$ cat config.mk
export PLATFORM = sky130hd
export DESIGN_NAME = lsts_div
export DESIGN_NICKNAME = d
export VERILOG_FILES = /design/src/hw/rtl/lsts_pkg.sv /design/src/hw/rtl/lsts_div.sv
export SDC_FILE = /design/constraint.sdc
export NUM_CORES = 1
export LEC_CHECK = 0
export BUFFER_PORTS_ARGS = -buffer_cell sky130_fd_sc_hd__buf_2
export CAP_MARGIN = 5
export CORE_MARGIN = 1
export CORE_UTILIZATION = 48
export CTS_CLUSTER_DIAMETER = 50
export DETAILED_ROUTE_END_ITERATION = 6
export MAX_ROUTING_LAYER = met4
export PLACE_DENSITY = 0.74
export RECOVER_POWER = 25
export SYNTH_ARGS = -nofsm -noshare
export SYNTH_HDL_FRONTEND = slang
export SYNTH_SLANG_ARGS = --single-unit
$ cat constraint.sdc
create_clock -name clk -period 3.3 [get_ports clk]
set_input_delay 0.165 -clock clk [delete_from_list [all_inputs] [get_ports clk]]
set_output_delay 0.165 -clock clk [all_outputs]
set_load 0.02 [all_outputs]
$ cat src/hw/rtl/lsts_pkg.sv
// Package for the least-slack task scheduler: opcodes, result kinds, sizes, 34-bit clamp.
// No dependencies.
package lsts_pkg;
  localparam int MaxTasks = 32;
  localparam int MaxReady = 16;
  localparam int TIdxW = $clog2(MaxTasks);
  localparam int RIdxW = $clog2(MaxReady);
  localparam int TCntW = $clog2(MaxTasks + 1);
  localparam int RCntW = $clog2(MaxReady + 1);

  localparam logic [1:0] OP_REGISTER = 2'd0;
  localparam logic [1:0] OP_RELEASE  = 2'd1;
  localparam logic [1:0] OP_SCHEDULE = 2'd2;
  localparam logic [1:0] OP_RETIRE   = 2'd3;

  localparam logic [2:0] KIND_ACK     = 3'd0;
  localparam logic [2:0] KIND_DROP    = 3'd1;
  localparam logic [2:0] KIND_RUN     = 3'd2;
  localparam logic [2:0] KIND_SERVER  = 3'd3;
  localparam logic [2:0] KIND_IDLE    = 3'd4;

  localparam logic signed [35:0] S34_MAX = 36'sd8589934591;
  localparam logic signed [35:0] S34_MIN = -36'sd8589934592;

  // Clamp a 36-bit signed value into the 34-bit signed range.
  function automatic logic signed [33:0] sat34(input logic signed [35:0] v);
    logic signed [35:0] c;
    begin
      c = v;
      if (v > S34_MAX) c = S34_MAX;
      if (v < S34_MIN) c = S34_MIN;
      sat34 = c[33:0];
    end
  endfunction
endpackage

$ cat src/hw/rtl/lsts_div.sv
// Restoring divider, one quotient bit per cycle: 64-bit dividend, 32-bit divisor.
// Uses lsts_pkg only for house consistency of imports.
module lsts_div
  import lsts_pkg::*;
(
  input  logic        clk,
  input  logic        rst_n,
  input  logic        start,
  input  logic [63:0] dividend,
  input  logic [31:0] divisor,
  output logic        done,
  output logic [63:0] quotient
);
  logic [63:0] q_r, q_nxt;
  logic [32:0] rem_r, rem_nxt;
  logic [6:0]  cnt_r, cnt_nxt;
  logic        busy_r, busy_nxt;
  logic        done_r, done_nxt;
  logic [32:0] trial;

  // One shift-and-subtract step per cycle.
  always_comb begin
    q_nxt = q_r;
    rem_nxt = rem_r;
    cnt_nxt = cnt_r;
    busy_nxt = busy_r;
    done_nxt = 1'b0;
    trial = {rem_r[31:0], q_r[63]} - {1'b0, divisor};
    if (start) begin
      q_nxt = dividend;
      rem_nxt = '0;
      cnt_nxt = 7'd64;
      busy_nxt = 1'b1;
    end else if (busy_r) begin
      if (!trial[32]) begin
        rem_nxt = trial;
        q_nxt = {q_r[62:0], 1'b1};
      end else begin
        rem_nxt = {rem_r[31:0], q_r[63]};
        q_nxt = {q_r[62:0], 1'b0};
      end
      cnt_nxt = cnt_r - 7'd1;
      if (cnt_r == 7'd1) begin
        busy_nxt = 1'b0;
        done_nxt = 1'b1;
      end
    end
  end

  always_ff @(posedge clk) begin
    q_r <= q_nxt;
    rem_r <= rem_nxt;
    cnt_r <= cnt_nxt;
    if (!rst_n) begin
      busy_r <= 1'b0;
      done_r <= 1'b0;
    end else begin
      busy_r <= busy_nxt;
      done_r <= done_nxt;
    end
  end

  assign done = done_r;
  assign quotient = q_r;
endmodule

# Yosys cells after proc, flatten, opt, wreduce, memory -nomap -nowiden
# Index checks and enable logic that the tools add are counted.
# Widths: inputs -> output; s select.
dict set report totals {
  register_bits 105
  inputBits 99
  output_inout_bits 65
  elab_cells 20
}
dict set report op_classes {
  n_addsub 2
  eq_ne 1
  mux 8
  n_bitwise 2
  n_reduce_logical 2
}
# cell n
set ops {}
lappend ops {{$mux 64} 2}
lappend ops {{$sub 33x32->33} 1}
lappend ops {{$mux 32} 1}
lappend ops {{$eq 7x1->1 const B} 1}
lappend ops {{$sub 7x1->7 const B} 1}
lappend ops {{$mux 1} 5}
lappend ops {{$reduce_or 3->1} 1}
lappend ops {{$not 1->1} 2}
lappend ops {{$reduce_bool 2->1} 1}

# Logic depth before layout (Yosys ltp)
# Gate-level depths: netlist (run 1).
dict set report logic_depth {
  word_depth 4
  ltp_mapped 14
  mapped_depth_nobuf 12
}

# Worst setup path after synthesis (run 1)
# OpenSTA, ideal clock, no wires.
dict set report synth_path {
  kind {register to register}
  from {reg q_r[63], in the netlist quotient[63]}
  to {reg rem_r[29]}
  setup_ns 0.088
  arrival_time_ns 2.977
  required_time_ns 3.212
  slack_ns 0.235
  stages_incl_launch_ff 13
  path_buffers 0
  period_less_slack_ns 3.065
  path_cell_list {edfxtp_1 inv_1 ha_1 fa_1 nand2b_1 a21oi_1 o41a_1 a21oi_4 o21ai_4 a21o_4 nand2_2 or4_1 a311oi_2}
}
dict set report synth_between {
  elab_chain_cells 2
}
# element line
set synth_lines {}
lappend synth_lines {{start, declared} lsts_div.sv:14} ;# logic [63:0] q_r, q_nxt;
lappend synth_lines {{start signal, assigned} lsts_div.sv:51} ;# q_r <= q_nxt;
lappend synth_lines {{$sub 33x32->33} lsts_div.sv:28} ;# trial = {rem_r[31:0], q_r[63]} - {1'b0, divisor};
lappend synth_lines {{$mux 32} lsts_div.sv:35} ;# if (!trial[32]) begin
lappend synth_lines {{end signal, assigned} lsts_div.sv:52} ;# rem_r <= rem_nxt;
lappend synth_lines {{end, declared} lsts_div.sv:15} ;# logic [32:0] rem_r, rem_nxt;
# No other way between the ends.
# A chain may end at the register's enable or synchronous reset.

# Worst setup path after layout (run 1)
# Same ends and word-level chain as after synthesis.

==> metrics.md, run 1 <==
| Metric | Value |
|---|---|
| Ant diodes | 0 |
| Post-synthesis adder-cell area fraction | roughly 7.0% |
| Initial DRC Count | around 340 |
| Starting Density | about 50% |
| Clock Skews | 2.64 ps |
| Via Count | ~5300 |
| Maximum vdd drop | roughly 270 µV |
| Reg clk slew, reported paths | approximately 70 ps |
| Sink Count | approximately 110 |
| CORE AREA | 0.0128 mm² |
| Root Driver | clkbuf_16 |
| Largest net degree at the start of global routing | between 70 and 80 |
| Num ports | roughly 160 |
| Synthesis warning total | 0 |
| Number of max-cap violations | 0 |
| Post-placement cell area | roughly 0.0074 mm² |
| Post-CTS Setup Repair Bufs | 0 |
| # DRC | 0 |
| Initial antenna violation count | 0 |
| Vias in the first global route | 5068 |
| Post-place setup slack | between 150 and 200 ps |
| Post-DRT Antenna Nets | 0 |
| Mean post-synth cell area | around 10 µm² |
| Fin worst setup slack | about 230 ps |
| Status | finished, final reports clean |
| Gr ovfl total | 0 |
| Mapped Area | roughly 0.0064 mm² |
| Sequential fraction of the synthesis area | 43.0% |
| Simple-Gate Fraction of Synth Area | between 10% and 20% |
| Layout cells sized above 1 | a little under a third |
| CTS tree | built |
| Hold_buf cts | 0 |
| Worst Tran Pin Value | 818 ps |
| Crit share post-route | just over 90% |
| Area leader, netlist | edfxtp_1 |
| Crit path kind | flip-flop to flip-flop |
| Mapped Cells | 642 |
| Compound-Gate Fraction of Synth Area | 17.0% |
| Gates resized, CTS repair | 0 |
| Setup violations, final | 0 |
| Routability cong. | 0.894 |
| Chip Width | approximately 120 µm |
| Drt pass-1 iters | 5 |
| Syn nets | about 780 |
| First-pass GRT wire length | about 25000 µm |
| Synth cell count leaders | 69 x nand2_1, 64 x edfxtp_1, 64 x mux2_2 |
| Max-slew violations | 0 |
| Max Fclk | 326 MHz |
| Prevailing post-synth register cell | edfxtp_1 |
| Post-synthesis xor/xnor area fraction | approximately 4.1% |
| Asr flop ratio synth | 0% |
| Synth cell types | 64 |
| Largest family of logic cells by synthesized area | compound AO/OA/AOI/OAI gates |
| Post-DP HPWL | roughly 12000 µm |
| Final wirelength | 15400 µm |
| Clk Latency, worst-skew pair | 330 ps |
| Post-route cell area | 0.00770 mm² |
| Req. time, crit path | between 3000 and 4000 ps |
| Nets | 930 |
| P_leak | 3.21 nW |
| Mux contribution to synthesized area | 11.3% |
| Most common cell in the netlist | nand2_1 |
| Crit Path Max Fanout | 5 |
| Routed len/inst | between 15 and 20 µm |
| HP Class | input pin to flip-flop |
| Layout area overhead | 20.6% |
| Die height | between 100 and 150 µm |
| Number of buffers added on ports | 163 |
| Slew headroom | 45.5% |
| Yosys top cell area share | 30.1% |
| DR vias/cell | 5.44 |
| Tot GR Track Use | roughly 23% |
| Post-layout minimum cycle time | ~3000 ps |
| Total negative slack | 0 ps |
| Main area contributors after synthesis | edfxtp_1 30%, dfxtp_1 13%, mux2_2 11% |
| # rows | about 40 |
| H-tree level count | 3 |
| Startpoint Class | flip-flop |
| Register bit total from synthesis | 105 |
| WP data arrival | about 3300 ps |
| Number of flops mapped to enable cells by yosys | 64 |
| CP Capture Type | flip-flop |
| CTS buffer count | 9 |
| Power density cells | between 400 and 500 mW/mm² |
| Clock Tree Buf Depth | 2 |
| Final Hold Fails | 0 |
| Die ar. | 0.0138 mm² |
[power breakdown]
group	internal, mW	total [mW]	switching [mW]
clock	0.664	1.12	0.452
combinational	0.420	0.999	0.579
sequential	1.55	1.64	0.0928
total	2.63	3.75	1.12
[final timing paths]
check	from	endpoint	slack [ps]	cells after the start
worst max-delay path	quotient[63]	rem_r[29]	230	12
worst min-delay path	rst_n	busy_r	60	2
worst max register to register	quotient[63]	rem_r[29]	230	12
worst min register to register	cnt_r[6]	cnt_r[6]	490	2
[registers in the layout (all words and copies together) (netlist names)]
register / cells
done: 1
quotient: 64
rem_r: 32
cnt_r: 7
busy_r: 1
[through the flow]
step | hold WS, ps | power [mW] | std cells | util (%)
after CTS | 51.9 | 3.78 | 973 | 60.3
final | 62.7 | 3.75 | 973 | 60.3
after global routing | 61.0 | 3.93 | 973 | 60.3
after detailed placement | 407 | 2.66 | 957 | 57.9
after global placement | 388 | 2.63 | 957 | 57.9
after floorplan | 292 | 2.35 | 642 | -
[placed cells by master (no fill, tap or decap), types with 9 or more instances in the layout]
master / n
buf_4: 9
xnor2_1: 21
a21oi_1: 37
dfxtp_1: 40
nand2b_1: 9
o21a_1: 10
ha_1: 34
nor2_1: 59
nand2_1: 69
mux2_2: 64
o21ai_0: 23
nand3_1: 12
inv_1: 41
clkbuf_16: 9
o211ai_1: 9
buf_2: 138
xor2_1: 9
a311oi_1: 23
clkbuf_1: 26
edfxtp_1: 64
[routing by layer]
metal	up-vias	track usage, %	part of all wire, %
met4	0	5.60	1.3
li1	2654	-	-
met2	121	39.8	51
met5	-	-	0
met3	16	3.16	3.0
met1	2500	27.6	44
[cell type report]
class,count,area (µm²)
Clock buffer,11,233
Timing Repair Buffer,173,888
Inverter,41,154
Sequential cell,105,2740
Clock inverter,5,77.6
Tap cell,172,215
Fill cell,1075,5070
Multi-Input combinational cell,466,3390
[worst max-delay path: stages, from the launching register on]
cell and delay [ps]:
edfxtp_1 360, inv_1 60, ha_1 200, fa_1 390, nand2b_4 170, a21oi_2 180
o41a_1 260, a21oi_4 120, o21ai_4 210, a21o_4 170, nand2_2 90, or4_1 550
a311oi_2 230
[logic make-up after synthesis]
| family | count (synthesis) |
|---|---|
| buffers and inverters | 71 |
| AO/OA/AOI/OAI | 151 |
| AND/OR/NAND/NOR | 186 |
| adder cells (fa/ha/maj) | 35 |
| flip-flops | 105 |
| multiplexers | 64 |
| XOR/XNOR | 30 |
Note: power is estimated with default switching activity, not from simulation.
==> inputs of run 2 (changes only) <==
--- a/config.mk
+++ b/config.mk
@@ -11,6 +11,7 @@
 export CORE_UTILIZATION = 48
 export CTS_CLUSTER_DIAMETER = 50
 export DETAILED_ROUTE_END_ITERATION = 6
+export GPL_TIMING_DRIVEN = 0
 export MAX_ROUTING_LAYER = met4
 export PLACE_DENSITY = 0.74
 export RECOVER_POWER = 25
==> run 2 against run 1 <==
  * Setup slack worse by 110 ps
  * First-iteration DRC count is 3.8% higher
  * Utilization is 0.83 points higher
  * Sequential share of layout area is 0.50 points lower
  * Hold slack worse by 16 ps
==> metrics.md, run 2 (same netlist as run 1, synthesis figures left out) <==
| Metric | Value |
|---|---|
| Status | finished, final reports clean |
| P_leak | 3.17 nW (-1.1%) |
| Commonest non-fill, non-tap cell in the layout | buf_2 |
| Layout area overhead | 22.3% |
| Final Hold Fails | 0 (unchanged) |
| Crit Reg-Reg Endpoint | rem_r[29] |
| Post-DP HPWL | 12500 µm (+8.1%) |
| CP bufs+invs | 2 (+1) |
| Clk Latency, worst-skew pair | 350 ps (+20 ps) |
| Post-placement cell area | 0.00743 mm² (+0.47%) |
| CTS tree | built |
| Number of buffers added on ports | 162 (-0.61%) |
| Clock Skews | 7.70 ps (+5.06 ps) |
| Worst path max stage delay | 570 ps (+20 ps) |
| R2R Setup Slk | 120 ps (-110 ps) |
| Power density cells | 489 mW/mm² (+0.42%) |
| Fin worst setup slack | 117 ps (-110 ps) |
| Number of max-cap violations | 0 (unchanged) |
| Clock Tree Buf Depth | 2 (unchanged) |
| Hold EP | busy_r |
| Initial DRC Count | 355 (+3.8%) |
| Area of the multi-input gates | 0.00341 mm² (+0.59%) |
| # rows | 41 (unchanged) |
| CORE AREA | 0.0128 mm² (unchanged) |
| Dpl cells | 977 (+2.1%) |
| # fillers | 1132 (+5.3%) |
| Starting Density | 50.0% (unchanged) |
| Vias in the first global route | 5372 (+6.0%) |
| Tot GR Track Use | 24.7% (+1.9 points) |
| Hold_buf cts | 0 (unchanged) |
| Largest delay share family, worst path | compound AO/OA/AOI/OAI gates |
| R2R depth | 13 (+1) |
| CP Capture Type | flip-flop |
| H-tree level count | 3 (unchanged) |
| Slew headroom | 60.0% (+15 points) |
| CTS buffer count | 9 (unchanged) |
| Ant diodes | 0 (unchanged) |
| Crit Path Max Fanout | 5 (unchanged) |
| Post-place setup slack | -386 ps (-582 ps) |
| Cells along the critical path | inv_1 > ha_1 > fa_1 > nand2b_4 > a21oi_4 > o41a_1 > buf_4 > a21oi_4 > o21ai_4 > a21o_4 > nand2_4 > or4_1 > a311oi_2 |
| Nets | 960 (+3.2%) |
| Gr ovfl total | 0 (unchanged) |
| Post-route cell area | 0.00780 mm² (+1.4%) |
| Die height | 117 µm (unchanged) |
| WP data arrival | 3450 ps (+130 ps) |
| WHS | 46.3 ps (-16.4 ps) |
| Max-slew violations | 0 (unchanged) |
| Post-DRT Antenna Nets | 0 (unchanged) |
| HP Class | input pin to flip-flop |
| Layout cells sized above 1 | 26.1% (-4.3 points) |
| Chip Width | 117 µm (unchanged) |
| Initial antenna violation count | 0 (unchanged) |
| Fin cells | 1003 (+3.1%) |
| Hold wc startpoint | rst_n |
| Worst Hold Depth | 2 (unchanged) |
| # DRC | 0 (unchanged) |
| Root Driver | clkbuf_16 |
| First-pass GRT wire length | 26700 µm (+6.8%) |
| DR vias/cell | 5.47 (+0.57%) |
| Routed len/inst | 16.4 µm (+3.6%) |
| Most used cell, CP | a21oi_4 |
| Sink Count | 105 (unchanged) |
| Crit path kind | flip-flop to flip-flop |
| Setup violations, final | 0 (unchanged) |
| Worst Tran Pin Value | 600 ps (-218 ps) |
| Routability cong. | 0.911 (+1.9%) |
| Num ports | 164 (unchanged) |
| Total negative slack | 0 ps (unchanged) |
| Critical R2R Launch | quotient[63] |
| Final wirelength | 16400 µm (+6.8%) |
| Max reg flops | 64 (unchanged) |
| Crit share post-route | 96.4% (+3.3 points) |
| Reg area | 0.00274 mm² (about the same) |
| Crit-path slowest cell | or4_1 |
| Req. time, crit path | 3560 ps (about the same) |
| Startpoint Class | flip-flop |
| Maximum vdd drop | 342 µV (+27%) |
| Post-layout minimum cycle time | 3180 ps (+110 ps) |
| Max Fclk | 314 MHz (-3.5%) |
| Reg clk slew, reported paths | 70 ps (about the same) |
| Via Count | 5485 (+3.7%) |
| Die ar. | 0.0138 mm² (unchanged) |
| Drt pass-1 iters | 5 (unchanged) |
| Largest net degree at the start of global routing | 43 (-41%) |
| Commonest non-fill, non-tap cells in the layout | 106 x buf_2, 82 x clkbuf_1, 69 x nand2_1 |
==> run 2: cell types whose count changed in the layout (fill, tap and decap cells not counted), sizes merged <==
cell      change
clkinvlp      +1
buf          -29
clkbuf       +57
inv           +1
==> run 2: area by class of cell <==
cell class,count,area share (%)
buffer,30,1.62
clock buffer,9,2.89
clock inverter,7,1.30
inverter,41,1.97
multi-input combinational,466,43.7
sequential,105,35.1
tap,172,2.76
timing repair buffer,173,10.7
==> run 2: layer usage <==
| metal | track usage, % | vias to the layer above | part of all wire [%] | wire length (µm) |
|---|---|---|---|---|
| li1 | - | 2709 | - | - |
| met1 | 29.2 | 2610 | 43 | 7130 |
| met2 | 42.8 | 134 | 51 | 8380 |
| met3 | 4.18 | 32 | 3.5 | 568 |
| met4 | 7.71 | 0 | 2.2 | 369 |
| met5 | - | - | 0 | 0 |
==> run 2: worst reg2reg max path: cells and delay by family, from the launching register on <==
family	cells	cell delay, ps
compound gates	6	1100
fa+ha+maj	2	610
buf+inv	2	210
flops	1	380
simple gates	3	820
==> run 2: how the worst max path moves through the flow <==
stage	start	endpoint	slack, ps	cells past startpoint
after floorplan	quotient[63]	rem_r[29]	230	12
final	quotient[63]	rem_r[29]	120	13
after global placement	quotient[63]	rem_r[26]	-400	12
after global routing	quotient[63]	rem_r[29]	-7	13
after detailed placement	quotient[63]	rem_r[26]	-390	12
after CTS	quotient[63]	rem_r[30]	9	14
==> run 2: power breakdown <==
group | total, mW | leakage [nW] | internal [mW] | switching, mW
clock | 1.16 | 0.153 | 0.672 | 0.491
sequential | 1.63 | 0.982 | 1.54 | 0.0893
combinational | 1.02 | 2.04 | 0.416 | 0.608
==> run 2: stage by stage <==
step,util [%],power (mW)
4_1_cts,60.9,3.81
5_1_grt,61.1,3.97
3_3_place_gp,58.0,2.63
2_1_floorplan,-,2.35
3_5_place_dp,58.2,2.66
6_report,61.1,3.82
==> run 2: repair_timing <==
action	4_1_cts	5_1_grt
gates resized for setup	2	7
setup endpoints to repair	32	33
pin swaps	1	5
endpoints found under the hold margin	0	0
setup buffers	2	8
==> inputs of run 3 (changes only) <==
--- a/config.mk
+++ b/config.mk
@@ -5,6 +5,7 @@
 export SDC_FILE = /design/constraint.sdc
 export NUM_CORES = 1
 export LEC_CHECK = 0
+export ABC_AREA = 1
 export BUFFER_PORTS_ARGS = -buffer_cell sky130_fd_sc_hd__buf_2
 export CAP_MARGIN = 5
 export CORE_MARGIN = 1
@@ -13,7 +14,7 @@
 export DETAILED_ROUTE_END_ITERATION = 6
 export GPL_TIMING_DRIVEN = 0
 export MAX_ROUTING_LAYER = met4
-export PLACE_DENSITY = 0.74
+export PLACE_DENSITY = 0.73
 export RECOVER_POWER = 25
 export SYNTH_ARGS = -nofsm -noshare
 export SYNTH_HDL_FRONTEND = slang
==> run 3 against run 2 <==
  * The run now ends with design-rule violations left
  * Count of clock-buffer cells in the layout unchanged
  * Setup slack gained 480 ps
  * Flip-flop and latch count unchanged
  * Die area up 14%
  * Cell area increased by 11%
  * Synthesized cell count increased by 81%
  * Maximum frequency increased by 18%
  * Wire length increased by 19%
  * Critical path type unchanged
==> metrics.md, run 3 <==
| Metric | Value |
|---|---|
| Simple-Gate Fraction of Synth Area | 39.1% (+26 points) |
| Initial antenna violation count | 0 (unchanged) |
| Failing checks | design-rule violations |
| HP Class | input pin to flip-flop |
| Net Switching | 1.02 mW (-14%) |
| First-pass GRT wire length | 32100 µm (+20%) |
| Die ar. | 0.0158 mm² (+14%) |
| Drt pass-1 iters | 7 (+2) |
| Uppermost layer routed | met4 |
| Mapped Cells | 1160 (+81%) |
| H-tree level count | 3 (unchanged) |
| Total negative slack | 0 ps (unchanged) |
| Asr flop ratio synth | 0% (unchanged) |
| Yosys top cell area share | 29.7% (-0.43 points) |
| Die height | 126 µm (+7.0%) |
| Post-placement cell area | 0.00838 mm² (+13%) |
| Max Fclk | 370 MHz (+18%) |
| Synth cell count leaders | 579 x nand2_1, 225 x inv_1, 64 x edfxtp_1 |
| CP Capture Type | flip-flop |
| # DRC | 3 (+3) |
| Post-synthesis adder-cell area fraction | 6.08% (-0.90 points) |
| Req. time, crit path | 3560 ps (about the same) |
| Initial DRC Count | 580 (+63%) |
| Met2 WL post-DR | 8640 µm (+3.1%) |
| Root Driver | clkbuf_16 |
| Crit Path Max Fanout | 10 (+5) |
| Switch share | 31.3% (+0.23 points) |
| Num ports | 164 (unchanged) |
| Max-slew violations | 0 (unchanged) |
| Power Internal | 2.24 mW (-15%) |
| Post-CTS Setup Repair Bufs | 0 (-2) |
| CTS buffer count | 9 (unchanged) |
| Final Core Density | 58.8% (-2.4 points) |
| Sequential fraction of the synthesis area | 37.5% (-5.5 points) |
| Max reg flops | 64 (unchanged) |
| Prevailing post-synth register cell | edfxtp_1 |
| Mapped Area | 0.00732 mm² (+15%) |
| Number of buffers added on ports | 162 (unchanged) |
| Power share of the clock group | 34.9% (+4.5 points) |
| WHS | 47.0 ps (+0.669 ps) |
| Startpoint Class | flip-flop |
| Logic gate share of total power | 17.3% (-9.5 points) |
| Post-place setup slack | 624 ps (+1010 ps) |
| Crit path kind | flip-flop to flip-flop |
| Most common cell in the netlist | nand2_1 |
| Nets | 1468 (+53%) |
| Synthesis warning total | 0 (unchanged) |
| Worst Tran Pin Value | 719 ps (+119 ps) |
| Power share of the sequential group | 47.8% (+5.0 points) |
| Number of flops mapped to enable cells by yosys | 64 (unchanged) |
| WL met1 | 9360 µm (+31%) |
| DR vias/cell | 4.74 (-13%) |
| WP data arrival | 2970 ps (-480 ps) |
| Sink Count | 105 (unchanged) |
| Main area contributors after synthesis | nand2_1 30%, edfxtp_1 26%, inv_1 12% |
| Layout cells sized above 1 | 10.8% (-15 points) |
| Via Count | 7215 (+32%) |
| Status | complete, but fails checks |
| Slew headroom | 52.0% (-8.0 points) |
| Commonest non-fill, non-tap cells in the layout | 579 x nand2_1, 224 x inv_1, 114 x buf_2 |
| Area leader, netlist | nand2_1 |
| Largest family of logic cells by synthesized area | simple AND/OR/NAND/NOR gates |
| Post-route cell area | 0.00864 mm² (+11%) |
| Gates resized, CTS repair | 0 (-2) |
| Routability cong. | 0.941 (+3.3%) |
| Total Power | 3.26 mW (-15%) |
| Ant diodes | 0 (unchanged) |
| Post-DRT Antenna Nets | 0 (unchanged) |
| Chip Width | 126 µm (+7.0%) |
| Starting Density | 49.8% (-0.15 points) |
| Post-synthesis xor/xnor area fraction | 1.91% (-2.2 points) |
| Layout area overhead | 17.9% |
| Post-layout minimum cycle time | 2700 ps (-480 ps) |
| CTS tree | built |
| Vias in the first global route | 6611 (+23%) |
| Fin worst setup slack | 597 ps (+480 ps) |
| # fillers | 1504 (+33%) |
| Mux contribution to synthesized area | 0% (-11 points) |
| RSZ-0062 raised after global routing | no |
| Register bit total from synthesis | 105 (unchanged) |
| Clock Tree Buf Depth | 2 (unchanged) |
| Commonest non-fill, non-tap cell in the layout | nand2_1 |
| Syn nets | 1294 (+67%) |
| Tot GR Track Use | 26.5% (+1.8 points) |
| Post-DP HPWL | 15200 µm (+21%) |
| Final wirelength | 19500 µm (+19%) |
| Largest net degree at the start of global routing | 35 (-19%) |
| Gr ovfl total | 0 (unchanged) |
| Setup violations, final | 0 (unchanged) |
| # rows | 44 (+7.3%) |
| Routed len/inst | 12.8 µm (-22%) |
| CORE AREA | 0.0147 mm² (+15%) |
| P_leak | 4.94 nW (+56%) |
| Fin cells | 1523 (+52%) |
| Maximum vdd drop | 267 µV (-22%) |
| Power density cells | 377 mW/mm² (-23%) |
| Clock Skews | 13.2 ps (+5.55 ps) |
| Met3 wire len | 1170 µm (+110%) |
| Clk Latency, worst-skew pair | 370 ps (+20 ps) |
| Compound-Gate Fraction of Synth Area | 2.07% (-15 points) |
| Mean post-synth cell area | 6.31 µm² (-37%) |
| Number of max-cap violations | 0 (unchanged) |
| Final Hold Fails | 0 (unchanged) |
| Hold_buf cts | 0 (unchanged) |
| Reg clk slew, reported paths | 80 ps (about the same) |
| Dpl cells | 1507 (+54%) |
| Crit share post-route | 81.9% (-15 points) |
| Synth cell types | 32 (-50%) |
-- run 3: final cells by class --
type	instances	area, µm²	area share (%)
multi-input combinational	803	3600	41.7
clock buffer	9	225	2.61
buffer	26	135	1.56
tap	184	230	2.67
inverter	226	848	9.82
sequential	105	2740	31.8
timing repair buffer	163	771	8.92
clock inverter	7	86.3	1.00
-- run 3: routing by layer --
| layer | track usage, % | up-vias |
|---|---|---|
| met4 | 7.32 | 0 |
| met1 | 36.0 | 3159 |
| met2 | 40.9 | 219 |
| met3 | 4.11 | 20 |
| li1 | - | 3817 |
| met5 | - | - |
-- run 3: logic make-up (layout without fill, tap and decap cells) --
family	after synthesis	after routing
AO/OA/AOI/OAI	29	29
XOR/XNOR	16	16
adder cells (fa/ha/maj)	35	35
buffers and inverters	252	431
flip-flops	105	105
AND/OR/NAND/NOR	723	723
-- run 3: power by group through the flow --
stage / clock network, mW / registers, mW / logic, mW
floorplan: 0 / 1.69 / 0.255
global placement: 0 / 1.59 / 0.564
detailed placement: 0 / 1.58 / 0.577
CTS: 1.16 / 1.56 / 0.578
global route: 1.21 / 1.57 / 0.626
finish: 1.14 / 1.56 / 0.563
-- run 3: worst paths after layout --
kind / from / to / slack (ps) / cells past startpoint
setup reg to reg: quotient[63] / rem_r[22] / 600 / 18
hold / removal: rst_n / busy_r / 50 / 3
setup / recovery: quotient[63] / rem_r[22] / 600 / 18
hold reg to reg: rem_r[24] / rem_r[24] / 480 / 2
-- run 3: worst max-delay path, stage by stage, from the launching register on --
cell      delay (ps)
edfxtp_1         340
inv_1             60
ha_1             200
fa_1             420
inv_1             90
nand2_1           50
nand2_1          110
nand3_1           80
nand2_1          160
nand2_1           70
nand2_1          140
nand2_2          100
nand2_1          110
nand2_2          110
nand2_4          170
buf_6            180
nand2_1           90
nand3_1           70
nand2_1           60
